<file path="src/hdl/csef_pkg.sv">
// Shared types, widths and constants of the CAN speed EMA filter.
`default_nettype none
package csef_pkg;

    // Field widths of the input word, the result word and the registers
    localparam int RAW_W       = 16;
    localparam int ID_W        = 29;
    localparam int LEN_W       = 4;
    localparam int BYTE_W      = 8;
    localparam int SPEED_W     = 10;
    localparam int AVG_W       = 24;
    localparam int IDLE_W      = 16;
    localparam int ALPHA_REG_W = 16;
    localparam int CFG_IDX_W   = 3;
    localparam int CFG_DATA_W  = 29;

    // Fixed-point format of the average and of the smoothing weight
    localparam int AVG_FRAC_BITS = 8;
    localparam int ALPHA_BITS    = 16;

    // Hundredths to average format: ((raw << frac) + 50) / 100
    localparam int RAW_SCALE   = 100;
    localparam int RAW_ROUND   = 50;
    localparam int RAWX_W      = RAW_W + AVG_FRAC_BITS + 1;
    localparam int RAWFX_W     = RAWX_W - 6;
    localparam int RECIP_SHIFT = RAWX_W + 7;
    localparam int RECIP_W     = RECIP_SHIFT - 6;
    localparam logic [63:0] RECIP_FULL =
        ((64'd1 << RECIP_SHIFT) + 64'(RAW_SCALE - 1)) / 64'(RAW_SCALE);
    localparam logic [RECIP_W-1:0] RECIP_MUL = RECIP_FULL[RECIP_W-1:0];

    // Blend datapath widths
    localparam int A_W    = ALPHA_BITS + 1;
    localparam int MAG_W  = (AVG_W > RAWFX_W) ? AVG_W : RAWFX_W;
    localparam int DIFF_W = MAG_W + 1;
    localparam int PROD_W = A_W + 1 + DIFF_W;
    localparam int SUM_W  = PROD_W + 1;
    localparam int Q_W    = SUM_W - ALPHA_BITS;
    localparam logic [A_W-1:0] ALPHA_ONE  = A_W'(1) << ALPHA_BITS;
    localparam logic [A_W-1:0] ALPHA_HALF = ALPHA_ONE >> 1;

    // Drop test widths: (raw + margin) << frac against average * 100
    localparam int DROP_W  = RAW_W + 1 + AVG_FRAC_BITS;
    localparam int X100_W  = AVG_W + 7;
    localparam int CMP_W   = (DROP_W > X100_W) ? DROP_W : X100_W;

    // Rounding of the average to a whole speed
    localparam int RND_W = AVG_W + 1;
    localparam logic [RND_W-1:0] ROUND_HALF = RND_W'((64'd1 << AVG_FRAC_BITS) >> 1);

    // Limits
    localparam logic [AVG_W-1:0]   AVG_MAX   = '1;
    localparam logic [SPEED_W-1:0] SPEED_MAX = '1;
    localparam logic [IDLE_W-1:0]  IDLE_MAX  = '1;
    localparam logic [LEN_W-1:0]   MIN_LEN   = LEN_W'(2);

    // Register reset values
    localparam logic [ALPHA_REG_W-1:0] ALPHA_RESET    = 16'd52429;
    localparam logic [ID_W-1:0]        FRAME_ID_RESET = 29'h631;
    localparam logic [RAW_W-1:0]       LOW_CUT_RESET  = 16'd500;
    localparam logic [RAW_W-1:0]       DROP_RESET     = 16'd1000;
    localparam logic [IDLE_W-1:0]      TIMEOUT_RESET  = 16'd1000;

    typedef enum logic {
        OP_FRAME = 1'b0,
        OP_TICK  = 1'b1
    } t_op;

    typedef enum logic [CFG_IDX_W-1:0] {
        CFG_ALPHA    = 3'd0,
        CFG_FRAME_ID = 3'd1,
        CFG_LOW_CUT  = 3'd2,
        CFG_DROP     = 3'd3,
        CFG_TIMEOUT  = 3'd4
    } t_cfg_idx;

    typedef struct packed {
        logic [ALPHA_REG_W-1:0] alpha;
        logic [ID_W-1:0]        frame_id;
        logic [RAW_W-1:0]       low_cut;
        logic [RAW_W-1:0]       drop_margin;
        logic [IDLE_W-1:0]      timeout_ms;
    } t_cfg;

    typedef struct packed {
        t_op               op;
        logic [ID_W-1:0]   frame_id;
        logic [LEN_W-1:0]  payload_len;
        logic [BYTE_W-1:0] byte_high;
        logic [BYTE_W-1:0] byte_low;
    } t_in_word;

    typedef struct packed {
        t_op                op;
        logic               match;
        logic [RAW_W-1:0]   raw;
        logic [RAWFX_W-1:0] rawfx;
    } t_stage_word;

endpackage
`default_nettype wire

</file>
<file path="src/hdl/csef_regs.sv">
// Configuration registers of the CAN speed EMA filter.
`default_nettype none
module csef_regs (
    input  wire logic                             i_clk,
    input  wire logic                             i_rst_n,
    input  wire logic                             i_cfg_valid,
    input  wire logic [csef_pkg::CFG_IDX_W-1:0]   i_cfg_index,
    input  wire logic [csef_pkg::CFG_DATA_W-1:0]  i_cfg_data,
    output csef_pkg::t_cfg                        o_cfg
);

    csef_pkg::t_cfg r_cfg;
    csef_pkg::t_cfg n_cfg;

    // Decode the write; unknown indexes leave everything as is
    always_comb begin
        n_cfg = r_cfg;
        if (i_cfg_valid) begin
            case (csef_pkg::t_cfg_idx'(i_cfg_index))
                csef_pkg::CFG_ALPHA: begin
                    n_cfg.alpha = i_cfg_data[csef_pkg::ALPHA_REG_W-1:0];
                end
                csef_pkg::CFG_FRAME_ID: begin
                    n_cfg.frame_id = i_cfg_data[csef_pkg::ID_W-1:0];
                end
                csef_pkg::CFG_LOW_CUT: begin
                    n_cfg.low_cut = i_cfg_data[csef_pkg::RAW_W-1:0];
                end
                csef_pkg::CFG_DROP: begin
                    n_cfg.drop_margin = i_cfg_data[csef_pkg::RAW_W-1:0];
                end
                csef_pkg::CFG_TIMEOUT: begin
                    n_cfg.timeout_ms = i_cfg_data[csef_pkg::IDLE_W-1:0];
                end
                default: begin
                    n_cfg = r_cfg;
                end
            endcase
        end
    end

    always_ff @(posedge i_clk) begin
        if (!i_rst_n) begin
            r_cfg.alpha       <= csef_pkg::ALPHA_RESET;
            r_cfg.frame_id    <= csef_pkg::FRAME_ID_RESET;
            r_cfg.low_cut     <= csef_pkg::LOW_CUT_RESET;
            r_cfg.drop_margin <= csef_pkg::DROP_RESET;
            r_cfg.timeout_ms  <= csef_pkg::TIMEOUT_RESET;
        end else begin
            r_cfg <= n_cfg;
        end
    end

    assign o_cfg = r_cfg;

endmodule
`default_nettype wire

</file>
<file path="config.mk">
export PLATFORM = sky130hd
export DESIGN_NAME = csef_regs
export DESIGN_NICKNAME = d
export VERILOG_FILES = /design/src/hdl/csef_pkg.sv /design/src/hdl/csef_regs.sv
export SDC_FILE = /design/constraint.sdc
export NUM_CORES = 1
export LEC_CHECK = 0
export ABC_CLOCK_PERIOD_IN_PS = 1700
export BUFFER_PORTS_ARGS = -buffer_cell sky130_fd_sc_hd__buf_2
export CAP_MARGIN = 20
export CORE_MARGIN = 1
export CORE_UTILIZATION = 49
export DETAILED_ROUTE_END_ITERATION = 6
export PLACE_DENSITY = 0.77
export RECOVER_POWER = 100
export SYNTH_ARGS = -nofsm -noshare
export SYNTH_HDL_FRONTEND = slang
export SYNTH_SLANG_ARGS = --single-unit
</file>
<file path="constraint.sdc">
create_clock -name i_clk -period 1.7 [get_ports i_clk]
set_clock_uncertainty 0.1 [all_clocks]
set_input_delay 0.255 -clock i_clk [delete_from_list [all_inputs] [get_ports i_clk]]
set_output_delay 0.255 -clock i_clk [all_outputs]
set_load 0.01 [all_outputs]
</file>
* Yosys cells after proc, flatten, opt, wreduce, memory -nomap -nowiden
Cells that the tools add are included.
Storage, ports and cells: register bits after elaboration 93, input port bits 35, output and inout bits 93
Cells by class: equality and inequality tests 4, reductions and logical operators 6
Operators with widths (count):
- AND reduction 2 bit | 5
- equality test 3 x 2 -> 1 bit, second input constant | 2
- equality test 3 x 1 -> 1 bit, second input constant | 1
- equality test 3 bit, second input constant | 1
- logical NOT 3 bit | 1

* Longest topological paths before layout
word-level depth 2, depth in mapped cells 5, mapped depth without buffers 2

* Worst setup path after synthesis
OpenSTA, ideal clock, no wires.
kind input-to-reg, start input port i_cfg_index[0] (netlist bit), end register r_cfg, in the netlist o_cfg[83], arrival 1.040 ns, data required time 1.473 ns, setup slack 0.434 ns, stages on the path 3, path buffers 1, path through or4b_1 buf_6 mux2i_1
On the way: longest elaborated chain between the ends 2
RTL lines:
- start, declared | RTL line csef_regs.sv:7 | input wire logic [csef_pkg::CFG_IDX_W-1:0] i_cfg_index,
- logical NOT 3 bit | RTL line csef_regs.sv:19 | case (csef_pkg::t_cfg_idx'(i_cfg_index))
- AND reduction 2 bit (no line)
- end signal, assigned | RTL line csef_regs.sv:50 | r_cfg <= n_cfg;
- end, declared | RTL line csef_regs.sv:12 | csef_pkg::t_cfg r_cfg;
Every way passes these cells. A chain may end at the register's enable or synchronous reset.

* Worst setup path in the final report
start input port i_cfg_index[2] (netlist bit), end register r_cfg, in the netlist o_cfg[43]
On the way: longest elaborated chain between the ends 2
RTL lines (RTL line):
- equality test 3 x 2 -> 1 bit | csef_regs.sv:19
- AND reduction 2 bit (no line)
Every way passes these cells.

==> results.json <==
{
  "critical_path_peak_fanout": 10,
  "first_iter_violations": 114,
  "ys_seq_area_share_pct": 51.36,
  "layoutNonFillerInstCount": 578,
  "p_leak_nw": 1.919,
  "utilization_pct": 63.96,
  "place_area_sq_um": 4372,
  "cts_tree": "built",
  "crit_buf_inv": 2,
  "crit_type": "in2reg",
  "die-width_um": 88.01,
  "synthMuxAreaShare_pct": 25.68,
  "cts_resized": 0,
  "ctsHoldBuffers": 0,
  "dpl.hpwl_um": 5753,
  "port_buffers": 127,
  "largest_reg_flops": 93,
  "setup_violations": 0,
  "power_density_nw_per_um2": 970.8,
  "hold_end": "o_cfg[69]",
  "cts_root_buffer": "clkbuf_8",
  "fp.dieArea_sq_um": 7746,
  "cp_common_cell": "clkbuf_1",
  "rows": 30,
  "holdPathStages": 3,
  "insertion_delay_ns": 0.33,
  "drv_cap": 0,
  "areaGrowthSynthToFinish_pct": 23.20,
  "grt_pass1_wl_um": 12880,
  "timing.fmax_ghz": 0.7387,
  "critPathMaxStageDelay_ns": 0.63,
  "grt_use_total_pct": 21.63,
  "synth_cell_types": 14,
  "clockBufferDepth": 2,
  "ios": 128,
  "drive_above_1_share_pct": 11.83,
  "post-cts-setup-buffers": 0,
  "hold_slack_ns": 0.04648,
  "hold_path.startpoint": "i_cfg_data[21]",
  "worst_pin_slew_ns": 0.8315,
  "die_h_um": 88.01,
  "vias_per_cell": 4.886,
  "endpoint_kind": "flop",
  "gp_congestion": 0.7612,
  "grt_setup_unrepaired": "no",
  "rr_startpoint": "o_cfg[36]",
  "synth_seq_cells": 93,
  "critical_path_depth": 4,
  "core_sq_um": 6982,
  "hp-class": "in2reg",
  "critPathRequiredTime_ns": 1.87,
  "setup_tns_ns": 0,
  "synthXorXnorAreaFrac_pct": 0,
  "vias": 2824,
  "numPlacedInstances": 562,
  "path_clk_slew_ns": 0.09,
  "synth-compound-area-share_pct": 0,
  "drt_wl_total_um": 8197,
  "overflow": 0,
  "fin_total_pwr_mw": 4.335,
  "drc_errors": 0,
  "design_area_sq_um": 4466,
  "reg2reg_to": "o_cfg[36]",
  "crit_arrival_ns": 1.52,
  "worst_slew_margin_rel_pct": 44.57,
  "slew_viol_final": 0,
  "netlist_area_sq_um": 3625,
  "worst_slack_ns": 0.3464,
  "wl_per_cell_um": 14.18,
  "ir_drop_v": 0.0004787,
  "period_share_pct": 79.63,
  "htree_levels": 3,
  "status": "complete, no violations",
  "cp_slowest_cell": "clkbuf_1",
  "antenna_found_initial": 0,
  "synth-adder-area-share_pct": 0,
  "grt_pass1_vias": 2655,
  "synth_top_area_share_pct": 51.36,
  "reg2regPathDepth": 2,
  "synth_nets": 389,
  "synth.avg_cell_area_sq_um": 10.24,
  "finalHoldViolCount": 0,
  "synth_area_leaders": "dfxtp_1 (51%), mux2i_1 (26%), nand2_1 (9.3%)",
  "cts.sinks": 93,
  "nets": 512,
  "initial_core_util_pct": 51.92,
  "diodes": 0,
  "yosys.area_share.simple_pct": 19.16,
  "grt_max_degree": 36,
  "post-route-min-period_ns": 1.354,
  "final_antenna_net_count": 0,
  "cp_top_family": "buffers and inverters",
  "cp_cell_sequence": "clkbuf_1 > nand4bb_1 > clkbuf_1 > mux2i_1",
  "synth_top_family_by_area": "multiplexers",
  "cts_made_buffers": 9,
  "cp-start-kind": "input port",
  "r2r_setup_slack_ns": 0.92,
  "synth_largest_area_cell": "dfxtp_1",
  "postSynthCellCount": 354,
  "synth_warnings": 0,
  "pre_cts_slack_ns": 0.1079,
  "firstDrtPassIters": 4
}
[worst min-delay path, cell delays in order]
cell,delay [ns]
buf_2,0.10
nand2_1,0.04
mux2i_1,0.05
[cell usage after synthesis]
| master | count |
|---|---|
| nand4bb_1 | 2 |
| and4bb_2 | 1 |
| clkbuf_1 | 10 |
| buf_6 | 2 |
| nand4b_1 | 1 |
| nor2b_1 | 45 |
| nor4b_1 | 1 |
| and4bb_1 | 1 |
| or4b_1 | 1 |
| mux2i_1 | 93 |
| nand2_1 | 90 |
| buf_2 | 11 |
| dfxtp_1 | 93 |
| buf_4 | 3 |
[metal layers]
| metal | part of all wire, % | vias to the layer above | global-route usage (%) |
|---|---|---|---|
| li1 | - | 1409 | - |
| met4 | 0.60 | 0 | 6.745 |
| met3 | 5.9 | 5 | 5.090 |
| met1 | 46 | 1323 | 28.13 |
| met5 | 0 | - | 0 |
| met2 | 48 | 87 | 35.73 |
[worst max-delay path by stage]
stage	start	to
3_3_place_gp	i_cfg_index[0]	o_cfg[90]
2_1_floorplan	i_cfg_index[0]	o_cfg[83]
5_1_grt	i_cfg_index[2]	o_cfg[43]
6_report	i_cfg_index[2]	o_cfg[43]
3_5_place_dp	i_cfg_index[0]	o_cfg[90]
4_1_cts	o_cfg[78]	o_cfg[78]
[cells by family after synthesis]
logic type	after synthesis
buffers and inverters	26
DFF	93
muxes	93
and+or+nand+nor	142
[report_power, final]
| group | internal, mW | switching [mW] | leakage [nW] | total [mW] |
|---|---|---|---|---|
| Combinational | 0.139 | 0.187 | 1.04 | 0.326 |
| Clock | 0.991 | 0.766 | 0.121 | 1.76 |
| Sequential | 2.23 | 0.0267 | 0.754 | 2.25 |
[final cells by class]
| cell class | count | area (sq um) |
|---|---|---|
| Tap cell | 96 | 120.1 |
| Clock buffer | 10 | 127.6 |
| Timing Repair Buffer | 138 | 614.3 |
| Sequential cell | 93 | 1862 |
| Multi-Input combinational cell | 235 | 1625 |
| Fill cell | 683 | 2516 |
| Clock inverter | 6 | 116.4 |
[cell usage in the layout (no fill, tap or decap), types with 3 or more instances in the layout]
| cell type | netlist | routed |
|---|---|---|
| mux2i_1 | 93 | 93 |
| buf_4 | 3 | 5 |
| buf_2 | 11 | 31 |
| clkbuf_8 | 0 | 9 |
| nor2b_1 | 45 | 45 |
| dfxtp_1 | 93 | 93 |
| clkbuf_1 | 10 | 98 |
| nand2_1 | 90 | 90 |
| bufinv_16 | 0 | 3 |
(Power assumes the default switching activity.)
