--- src/hdl/csef_pkg.sv ---
// Shared types, widths and constants of the CAN speed EMA filter.
`default_nettype none
package csef_pkg;

    // Field widths of the input word, the result word and the registers
    localparam int RAW_W       = 16;
    localparam int ID_W        = 29;
    localparam int LEN_W       = 4;
    localparam int BYTE_W      = 8;
    localparam int SPEED_W     = 10;
    localparam int AVG_W       = 24;
    localparam int IDLE_W      = 16;
    localparam int ALPHA_REG_W = 16;
    localparam int CFG_IDX_W   = 3;
    localparam int CFG_DATA_W  = 29;

    // Fixed-point format of the average and of the smoothing weight
    localparam int AVG_FRAC_BITS = 8;
    localparam int ALPHA_BITS    = 16;

    // Hundredths to average format: ((raw << frac) + 50) / 100
    localparam int RAW_SCALE   = 100;
    localparam int RAW_ROUND   = 50;
    localparam int RAWX_W      = RAW_W + AVG_FRAC_BITS + 1;
    localparam int RAWFX_W     = RAWX_W - 6;
    localparam int RECIP_SHIFT = RAWX_W + 7;
    localparam int RECIP_W     = RECIP_SHIFT - 6;
    localparam logic [63:0] RECIP_FULL =
        ((64'd1 << RECIP_SHIFT) + 64'(RAW_SCALE - 1)) / 64'(RAW_SCALE);
    localparam logic [RECIP_W-1:0] RECIP_MUL = RECIP_FULL[RECIP_W-1:0];

    // Blend datapath widths
    localparam int A_W    = ALPHA_BITS + 1;
    localparam int MAG_W  = (AVG_W > RAWFX_W) ? AVG_W : RAWFX_W;
    localparam int DIFF_W = MAG_W + 1;
    localparam int PROD_W = A_W + 1 + DIFF_W;
    localparam int SUM_W  = PROD_W + 1;
    localparam int Q_W    = SUM_W - ALPHA_BITS;
    localparam logic [A_W-1:0] ALPHA_ONE  = A_W'(1) << ALPHA_BITS;
    localparam logic [A_W-1:0] ALPHA_HALF = ALPHA_ONE >> 1;

    // Drop test widths: (raw + margin) << frac against average * 100
    localparam int DROP_W  = RAW_W + 1 + AVG_FRAC_BITS;
    localparam int X100_W  = AVG_W + 7;
    localparam int CMP_W   = (DROP_W > X100_W) ? DROP_W : X100_W;

    // Rounding of the average to a whole speed
    localparam int RND_W = AVG_W + 1;
    localparam logic [RND_W-1:0] ROUND_HALF = RND_W'((64'd1 << AVG_FRAC_BITS) >> 1);

    // Limits
    localparam logic [AVG_W-1:0]   AVG_MAX   = '1;
    localparam logic [SPEED_W-1:0] SPEED_MAX = '1;
    localparam logic [IDLE_W-1:0]  IDLE_MAX  = '1;
    localparam logic [LEN_W-1:0]   MIN_LEN   = LEN_W'(2);

    // Register reset values
    localparam logic [ALPHA_REG_W-1:0] ALPHA_RESET    = 16'd52429;
    localparam logic [ID_W-1:0]        FRAME_ID_RESET = 29'h631;
    localparam logic [RAW_W-1:0]       LOW_CUT_RESET  = 16'd500;
    localparam logic [RAW_W-1:0]       DROP_RESET     = 16'd1000;
    localparam logic [IDLE_W-1:0]      TIMEOUT_RESET  = 16'd1000;

    typedef enum logic {
        OP_FRAME = 1'b0,
        OP_TICK  = 1'b1
    } t_op;

    typedef enum logic [CFG_IDX_W-1:0] {
        CFG_ALPHA    = 3'd0,
        CFG_FRAME_ID = 3'd1,
        CFG_LOW_CUT  = 3'd2,
        CFG_DROP     = 3'd3,
        CFG_TIMEOUT  = 3'd4
    } t_cfg_idx;

    typedef struct packed {
        logic [ALPHA_REG_W-1:0] alpha;
        logic [ID_W-1:0]        frame_id;
        logic [RAW_W-1:0]       low_cut;
        logic [RAW_W-1:0]       drop_margin;
        logic [IDLE_W-1:0]      timeout_ms;
    } t_cfg;

    typedef struct packed {
        t_op               op;
        logic [ID_W-1:0]   frame_id;
        logic [LEN_W-1:0]  payload_len;
        logic [BYTE_W-1:0] byte_high;
        logic [BYTE_W-1:0] byte_low;
    } t_in_word;

    typedef struct packed {
        t_op                op;
        logic               match;
        logic [RAW_W-1:0]   raw;
        logic [RAWFX_W-1:0] rawfx;
    } t_stage_word;

endpackage
`default_nettype wire

--- src/hdl/csef_front.sv ---
// Frame decode stage: identifier match, raw speed and its fixed-point form.
`default_nettype none
module csef_front (
    input  wire logic                  i_clk,
    input  wire logic                  i_load,
    input  wire csef_pkg::t_in_word    i_word,
    input  wire csef_pkg::t_cfg        i_cfg,
    output csef_pkg::t_stage_word      o_word
);

    localparam int PRODX_W = csef_pkg::RAWX_W + csef_pkg::RECIP_W;

    csef_pkg::t_stage_word         r_word;
    csef_pkg::t_stage_word         n_word;
    logic [csef_pkg::RAW_W-1:0]    raw;
    logic [csef_pkg::RAWX_W-1:0]   rawx;
    logic [PRODX_W-1:0]            recip_prod;

    // Assemble the big-endian speed
    assign raw = {i_word.byte_high, i_word.byte_low};

    // Scale to the average format and divide by 100 through the reciprocal
    assign rawx = (csef_pkg::RAWX_W'(raw) << csef_pkg::AVG_FRAC_BITS)
                + csef_pkg::RAWX_W'(csef_pkg::RAW_ROUND);
    assign recip_prod = PRODX_W'(rawx) * PRODX_W'(csef_pkg::RECIP_MUL);

    always_comb begin
        n_word.op    = i_word.op;
        n_word.match = (i_word.frame_id == i_cfg.frame_id)
                    && (i_word.payload_len >= csef_pkg::MIN_LEN);
        n_word.raw   = raw;
        n_word.rawfx = recip_prod[csef_pkg::RECIP_SHIFT +: csef_pkg::RAWFX_W];
    end

    // Hold the decoded word for the update stage
    always_ff @(posedge i_clk) begin
        if (i_load) begin
            r_word <= n_word;
        end
    end

    assign o_word = r_word;

endmodule
`default_nettype wire

--- config.mk ---
export PLATFORM = sky130hd
export DESIGN_NAME = csef_front
export DESIGN_NICKNAME = d
export VERILOG_FILES = /design/src/hdl/csef_pkg.sv /design/src/hdl/csef_front.sv
export SDC_FILE = /design/constraint.sdc
export NUM_CORES = 1
export LEC_CHECK = 0
export BUFFER_PORTS_ARGS = -buffer_cell sky130_fd_sc_hd__buf_2
export CORE_ASPECT_RATIO = 1.5
export CORE_MARGIN = 2
export CORE_UTILIZATION = 54
export DETAILED_ROUTE_END_ITERATION = 8
export PLACE_DENSITY = 0.85
export SYNTH_ARGS = -nofsm -noshare
export SYNTH_HDL_FRONTEND = slang
export SYNTH_SLANG_ARGS = --single-unit
--- constraint.sdc ---
create_clock -name i_clk -period 9.5 [get_ports i_clk]
set_input_delay 1.425 -clock i_clk [delete_from_list [all_inputs] [get_ports i_clk]]
set_output_delay 1.425 -clock i_clk [all_outputs]
set_load 0.05 [all_outputs]
* Word-level counts from Yosys, hierarchy flattened
Index checks and enable logic that the tools add are counted.
Storage, ports and cells: flip-flop bits (word level) 37, bits of input ports 145, output and inout port bits 37
Cells by class: add/subtract/negate cells 1, multipliers 1, $lt $le $gt $ge 1, equality and inequality tests 1, reductions and logical operators 1
Operator list (count):
- $mul 25x26->51 const B | 1
- $eq 29x29->1 | 1
- $add 24x6->25 const B | 1
- $ge 4x2->1 const B | 1
- $logic_and 1x1->1 | 1

* Depth between registers and ports, before layout
Gate-level depths: netlist of run 1.
word-level depth 2, mapped depth 21

* Least setup slack after synthesis of run 1
No wires, ideal clock.
path kind in2reg, from input i_word[5] (netlist bit), to register r_word (netlist bit o_word[13]) (data pin), setup time 0.269 ns, data arrival time 6.429 ns, data required time 9.231 ns, setup slack 2.802 ns, stages on the path 18, cell sequence fa_1 inv_1 fa_1 inv_1 fa_1 fa_1 fa_1 fa_1 ha_1 ha_1 buf_2 a21oi_1 o21a_1 o211a_1 o2111ai_1 a2111oi_2 o31ai_1 xor2_1
RTL lines:
- start, declared | RTL line csef_front.sv:6 | input wire csef_pkg::t_in_word i_word,
- end signal, assigned | RTL line csef_front.sv:38 | r_word <= n_word;
- end, declared | RTL line csef_front.sv:13 | csef_pkg::t_stage_word r_word;

==> results.ini, run 1 <==
[global_route]
grt_max_degree=38
track_usage_pct=26.7
globalRoute.totalOverflow=0
grt_pass1_vias=7385
grt_pass1_wl_um=35800
antenna_found_initial=0

[cells_and_area]
layout-drive-gt1-share_pct=12.7
final_cell_area_um2=10000
multiInputGateArea_um2=7150
final.fill_count=1382
layout.cells.non_filler=1231
final-seq-area_um2=1110
diodes=0
areaGrowthSynthToFinish_pct=10.5
largest_reg_flops=37
finish.net_count=1508

[yosys]
ys_async_sr_fraction_pct=0
synth_fp_nets=1393
netlist_top_cells_area=ha_1 (29%), fa_1 (29%), edfxtp_1 (12%), inv_1 (8.7%), xor2_1 (3.2%)
ys_seq_elements=37
synth.distinct_cells=52
synth-compound-area-share_pct=8.69
synthCells=905
synth_simple_gate_area_share_pct=7.58
synthMuxAreaShare_pct=0
ys.flop_type=edfxtp_1
synth-edff-count=37
ys_seq_area_share_pct=12.2
yosys_warnings=0
synth_top_family_by_area=adder cells
synthTopCellsByCount=ha_1 (213), inv_1 (211), fa_1 (130)
yosys.cell_count.top_type=ha_1
synth_fa_ha_area_share_pct=58.0
synth_xor_area_share_pct=4.44
avgSynthCellArea_um2=10.0
syn_area_um2=9080
synth_top_area_share_pct=29.3
synth_area_leader_cell=ha_1

[timing]
tns_ns=0
timing.final.crit_share_pct=76.8
tightest_slew_ns=0.888
setup_violations=0
drv_slew=0
rsz0062_at_grt=no
finalHoldViolations=0
fin_crit_ns=7.30
max_slew_margin_pct=40.8
max_freq_ghz=0.137
final_critical_path_setup_slack_ns=2.20

[floorplan]
die_h_um=163
row_count=58
die_area_um2=17900
pin_count=182
start_util_pct=54.7
die_w_um=110
coreArea_um2=16600

[cts]
cts_hold_buf=0
clk_pin_slew_ns=0.07
cts_buffers=5
cts.htree.levels=2
ctsRootBufferMaster=clkbuf_16
ctsResizeCount=0
cts.path.max_buffers=2
cts_tree=done
cts_num_sinks=37
post_cts.repair.setup_buffers=0

[route]
vias_per_cell=5.70
drc=0
drt_iter0_drc=390
ant_nets=0
vias=7019
drtPass1Iterations=5
wl_per_cell_um=18.7
routed_wl_um=23000

[placed_design]
dp_slack_ns=1.96
placedCellCount=1223
dp_hpwl_um=19900
placed_area_um2=9890
portBuffers=116
finalWeightedCongestion=0.994

[worst_setup_path]
critPathMaxStageDelay_ns=0.62
worstSetupPathType=in2reg
crit_fanout=8
path_cells=buf_2, fa_1, inv_1, fa_1, inv_1, fa_1, fa_1, fa_1, fa_1, ha_1, ha_1, a21oi_1, o21a_1, o211a_1, o2111ai_1, a2111oi_2, o31ai_1, xor2_1
crit_top_cell=fa_1
cp_data_required_time_ns=9.54
critical-path-slowest-cell=fa_1
critPathTopFamily=adder cells
cp.buffers_inverters=3
endpoint_kind=flop
arrival_ns=7.34
worst_setup_path_start_kind=primary input

[job]
maxCapViolations=0

[min_path]
hp-class=in2reg
hold_end=o_word[36]
hold_depth=1
hp-start=i_word[49]

[status]
status=completed

layout by cell type, fill, tap and decap left out, drive strengths merged, types with 9 or more instances in the layout:
cell | synthesis | layout
nor2 | 26 | 26
fa | 130 | 130
nand4 | 17 | 17
a21o | 13 | 13
nand2 | 33 | 33
o21ai | 25 | 25
buf | 1 | 116
edfxtp | 37 | 37
xnor2 | 13 | 13
xor2 | 33 | 33
nand3 | 15 | 15
nor4 | 9 | 9
ha | 213 | 213
inv | 211 | 211
a21oi | 45 | 45
worst max path at each step:
stage	slack [ns]	start	end	cells after the start
3_3_place_gp	2.03	i_word[5]	o_word[13]	18
4_1_cts	2.24	i_word[5]	o_word[13]	18
5_1_grt	1.96	i_word[5]	o_word[13]	18
6_report	2.20	i_word[5]	o_word[13]	18
3_5_place_dp	1.96	i_word[5]	o_word[13]	18
2_1_floorplan	2.80	i_word[5]	o_word[13]	18
layout make-up:
cell class                      count  share of cell area, %
Tap cell                          210                   2.62
Clock inverter                      2                 0.0998
Sequential cell                    37                   11.1
Timing Repair Buffer              116                   5.79
Clock buffer                        6                   1.28
Inverter                          211                   7.89
Multi-Input combinational cell    649                   71.2
cell families (layout without fill, tap and decap cells):
logic type | Yosys count | in the layout
buffers and inverters | 219 | 335
adders and majority gates | 343 | 343
DFF | 37 | 37
AOI/OAI and AO/OA | 125 | 125
and+or+nand+nor | 135 | 135
xor gates and xnor gates | 46 | 46
metal layers:
metal,track usage [%],wire length [um]
met1,27.4,7620
met2,49.0,12400
met3,2.64,1210
met4,18.6,1790
met5,0,0
metrics by stage:
stage               util (%)  hold WS, ns
finish                  60.4         1.30
global route            60.4         1.30
global placement        59.5         1.60
detailed placement      59.5         1.60
floorplan                  -         1.52
CTS                     60.4         1.30
Power of run 1 is not shown: default switching activity piles up to over one toggle a cycle in this logic, so the estimate is an artifact.
==> inputs of run 2 (changes only) <==
==> constraint.sdc (replaced) <==
create_clock -name i_clk -period 7.6 [get_ports i_clk]
set_input_delay 1.14 -clock i_clk [delete_from_list [all_inputs] [get_ports i_clk]]
set_output_delay 1.14 -clock i_clk [all_outputs]
set_load 0.05 [all_outputs]
==> run 2 against run 1 <==
Global-route usage grew 1.9 points. Die area is the same. Via count grew 1.9%. Worst hold slack lost 0.29 ns. Design area grew 0.50%. Count of clock-buffer cells in the layout shrank 1. Routed wire length grew 4.7%. Sequential share of layout area shrank 0.055 points. Final cell count grew 0.24%. Worst setup slack lost 1.6 ns. Flip-flop and latch count is the same.
==> results.ini, run 2 (synthesis gave the netlist of run 1 again) <==
[worst_setup_path]
startpoint=i_word[5]  ; unchanged
worstSetupPathType=in2reg  ; unchanged
crit_fanout=8  ; unchanged
worst_setup_path_start_kind=primary input  ; unchanged
arrival_ns=7.09  ; was 7.34 ns
cp_data_required_time_ns=7.64  ; was 9.54 ns
endpoint_kind=flop  ; unchanged

[route]
drtPass1Iterations=5  ; unchanged
ant_nets=0  ; unchanged
wl_per_cell_um=19.5  ; was 18.7 um
vias=7155  ; was 7,019
drt_iter0_drc=439  ; was 390
routed_wl_um=24100  ; was 23,000 um
drc=0  ; unchanged
vias_per_cell=5.80  ; was 5.70

[timing]
tns_ns=0  ; unchanged
timing.final.crit_share_pct=92.7
drv_slew=0  ; unchanged
max_slew_margin_pct=39.1  ; was 40.8%
tightest_slew_ns=0.913  ; was 0.888 ns
fin_crit_ns=7.05
rsz0062_at_grt=no  ; unchanged
finalHoldViolations=0  ; unchanged
setup_violations=0  ; unchanged
final_critical_path_setup_slack_ns=0.552  ; was 2.20 ns
max_freq_ghz=0.142

[cells_and_area]
diodes=0  ; unchanged
finish.net_count=1511  ; was 1,508
layout-drive-gt1-share_pct=13.0  ; was 12.7%
final-seq-area_um2=1110  ; unchanged
final.fill_count=1342  ; was 1,382
layout.cells.non_filler=1234  ; was 1,231
layout_common_cells=ha_1 (213), inv_1 (211), fa_1 (130), buf_2 (116), a21oi_1 (45)  ; unchanged
multiInputGateArea_um2=7150  ; unchanged
areaGrowthSynthToFinish_pct=11.0  ; was 10.5%
final_common_cell=ha_1  ; unchanged
final_cell_area_um2=10100  ; was 10,000 um^2
largest_reg_flops=37  ; unchanged

[global_route]
grt_pass1_vias=7646  ; was 7,385
globalRoute.totalOverflow=0  ; unchanged
grt_pass1_wl_um=37900  ; was 35,800 um
track_usage_pct=28.5  ; was 26.7%
antenna_found_initial=0  ; unchanged
grt_max_degree=38  ; unchanged

[cts]
cts_num_sinks=37  ; unchanged
cts_tree=done  ; unchanged
clk_pin_slew_ns=0.07  ; about the same
cts.path.max_buffers=2  ; unchanged
cts_hold_buf=0  ; unchanged
cts_buffers=5  ; unchanged
post_cts.repair.setup_buffers=0  ; unchanged
ctsRootBufferMaster=clkbuf_16  ; unchanged
ctsResizeCount=0  ; unchanged
cts.htree.levels=2  ; unchanged

[floorplan]
pin_count=182  ; unchanged
die_area_um2=17900  ; unchanged
die_h_um=163  ; unchanged
coreArea_um2=16600  ; unchanged
die_w_um=110  ; unchanged
row_count=58  ; unchanged
start_util_pct=54.7  ; unchanged

[min_path]
hp-start=i_word[49]  ; unchanged
hp-class=in2reg  ; unchanged

[placed_design]
portBuffers=116  ; unchanged
dp_slack_ns=0.343  ; was 1.96 ns
placedCellCount=1226  ; was 1,223
finalWeightedCongestion=1.03  ; was 0.994
dp_hpwl_um=20300  ; was 19,900 um
placed_area_um2=9920  ; was 9890 um^2

[status]
status=completed  ; unchanged

[job]
maxCapViolations=0  ; unchanged

==> run 2: cell types whose count changed in the layout (fill, tap and decap cells not counted) <==
| cell | delta |
|---|---|
| clkinv_2 | -2 |
| bufinv_16 | +1 |
| clkbuf_1 | -1 |
| clkinv_1 | +1 |
| buf_4 | +3 |
| clkinvlp_4 | +1 |
==> run 2: worst max-delay path, cell delays in order <==
cell and delay (ns):
buf_2 0.18, fa_1 0.62, inv_1 0.07, fa_1 0.48
inv_1 0.05, fa_1 0.49, fa_1 0.46, fa_1 0.58
fa_1 0.47, ha_1 0.34, ha_1 0.42, a21oi_1 0.31
o21a_1 0.21, o211a_1 0.19, o2111ai_1 0.24, a2111oi_2 0.48
o31ai_1 0.17, xor2_1 0.17
==> run 2: final cells by class <==
class,instances,area share [%]
clock buffers,5,1.24
clock inverters,3,0.409
inverters,211,7.85
multi-input cells,649,70.9
flip-flops and latches,37,11.0
well taps,210,2.61
repair buffers,119,5.98
==> run 2: final timing paths <==
check | endpoint | depth (start not counted)
worst max-delay path | o_word[13] | 18
worst min-delay path | o_word[36] | 1
==> run 2: stage by stage <==
| step | hold slack [ns] | util [%] |
|---|---|---|
| 5_1_grt | 1.01 | 60.7 |
| 2_1_floorplan | 1.24 | - |
| 6_report | 1.01 | 60.7 |
| 3_5_place_dp | 1.32 | 59.7 |
| 4_1_cts | 1.01 | 60.7 |
| 3_3_place_gp | 1.32 | 59.7 |
==> run 2: metal layers <==
metal | vias to the layer above | GRT usage, % | wire [um]
met5 | - | 0 | 0
met4 | 0 | 24.7 | 2390
met3 | 132 | 4.04 | 1280
met2 | 340 | 50.5 | 12600
met1 | 3427 | 28.2 | 7790
li1 | 3256 | - | -
Power of run 2 is left out for the same reason.
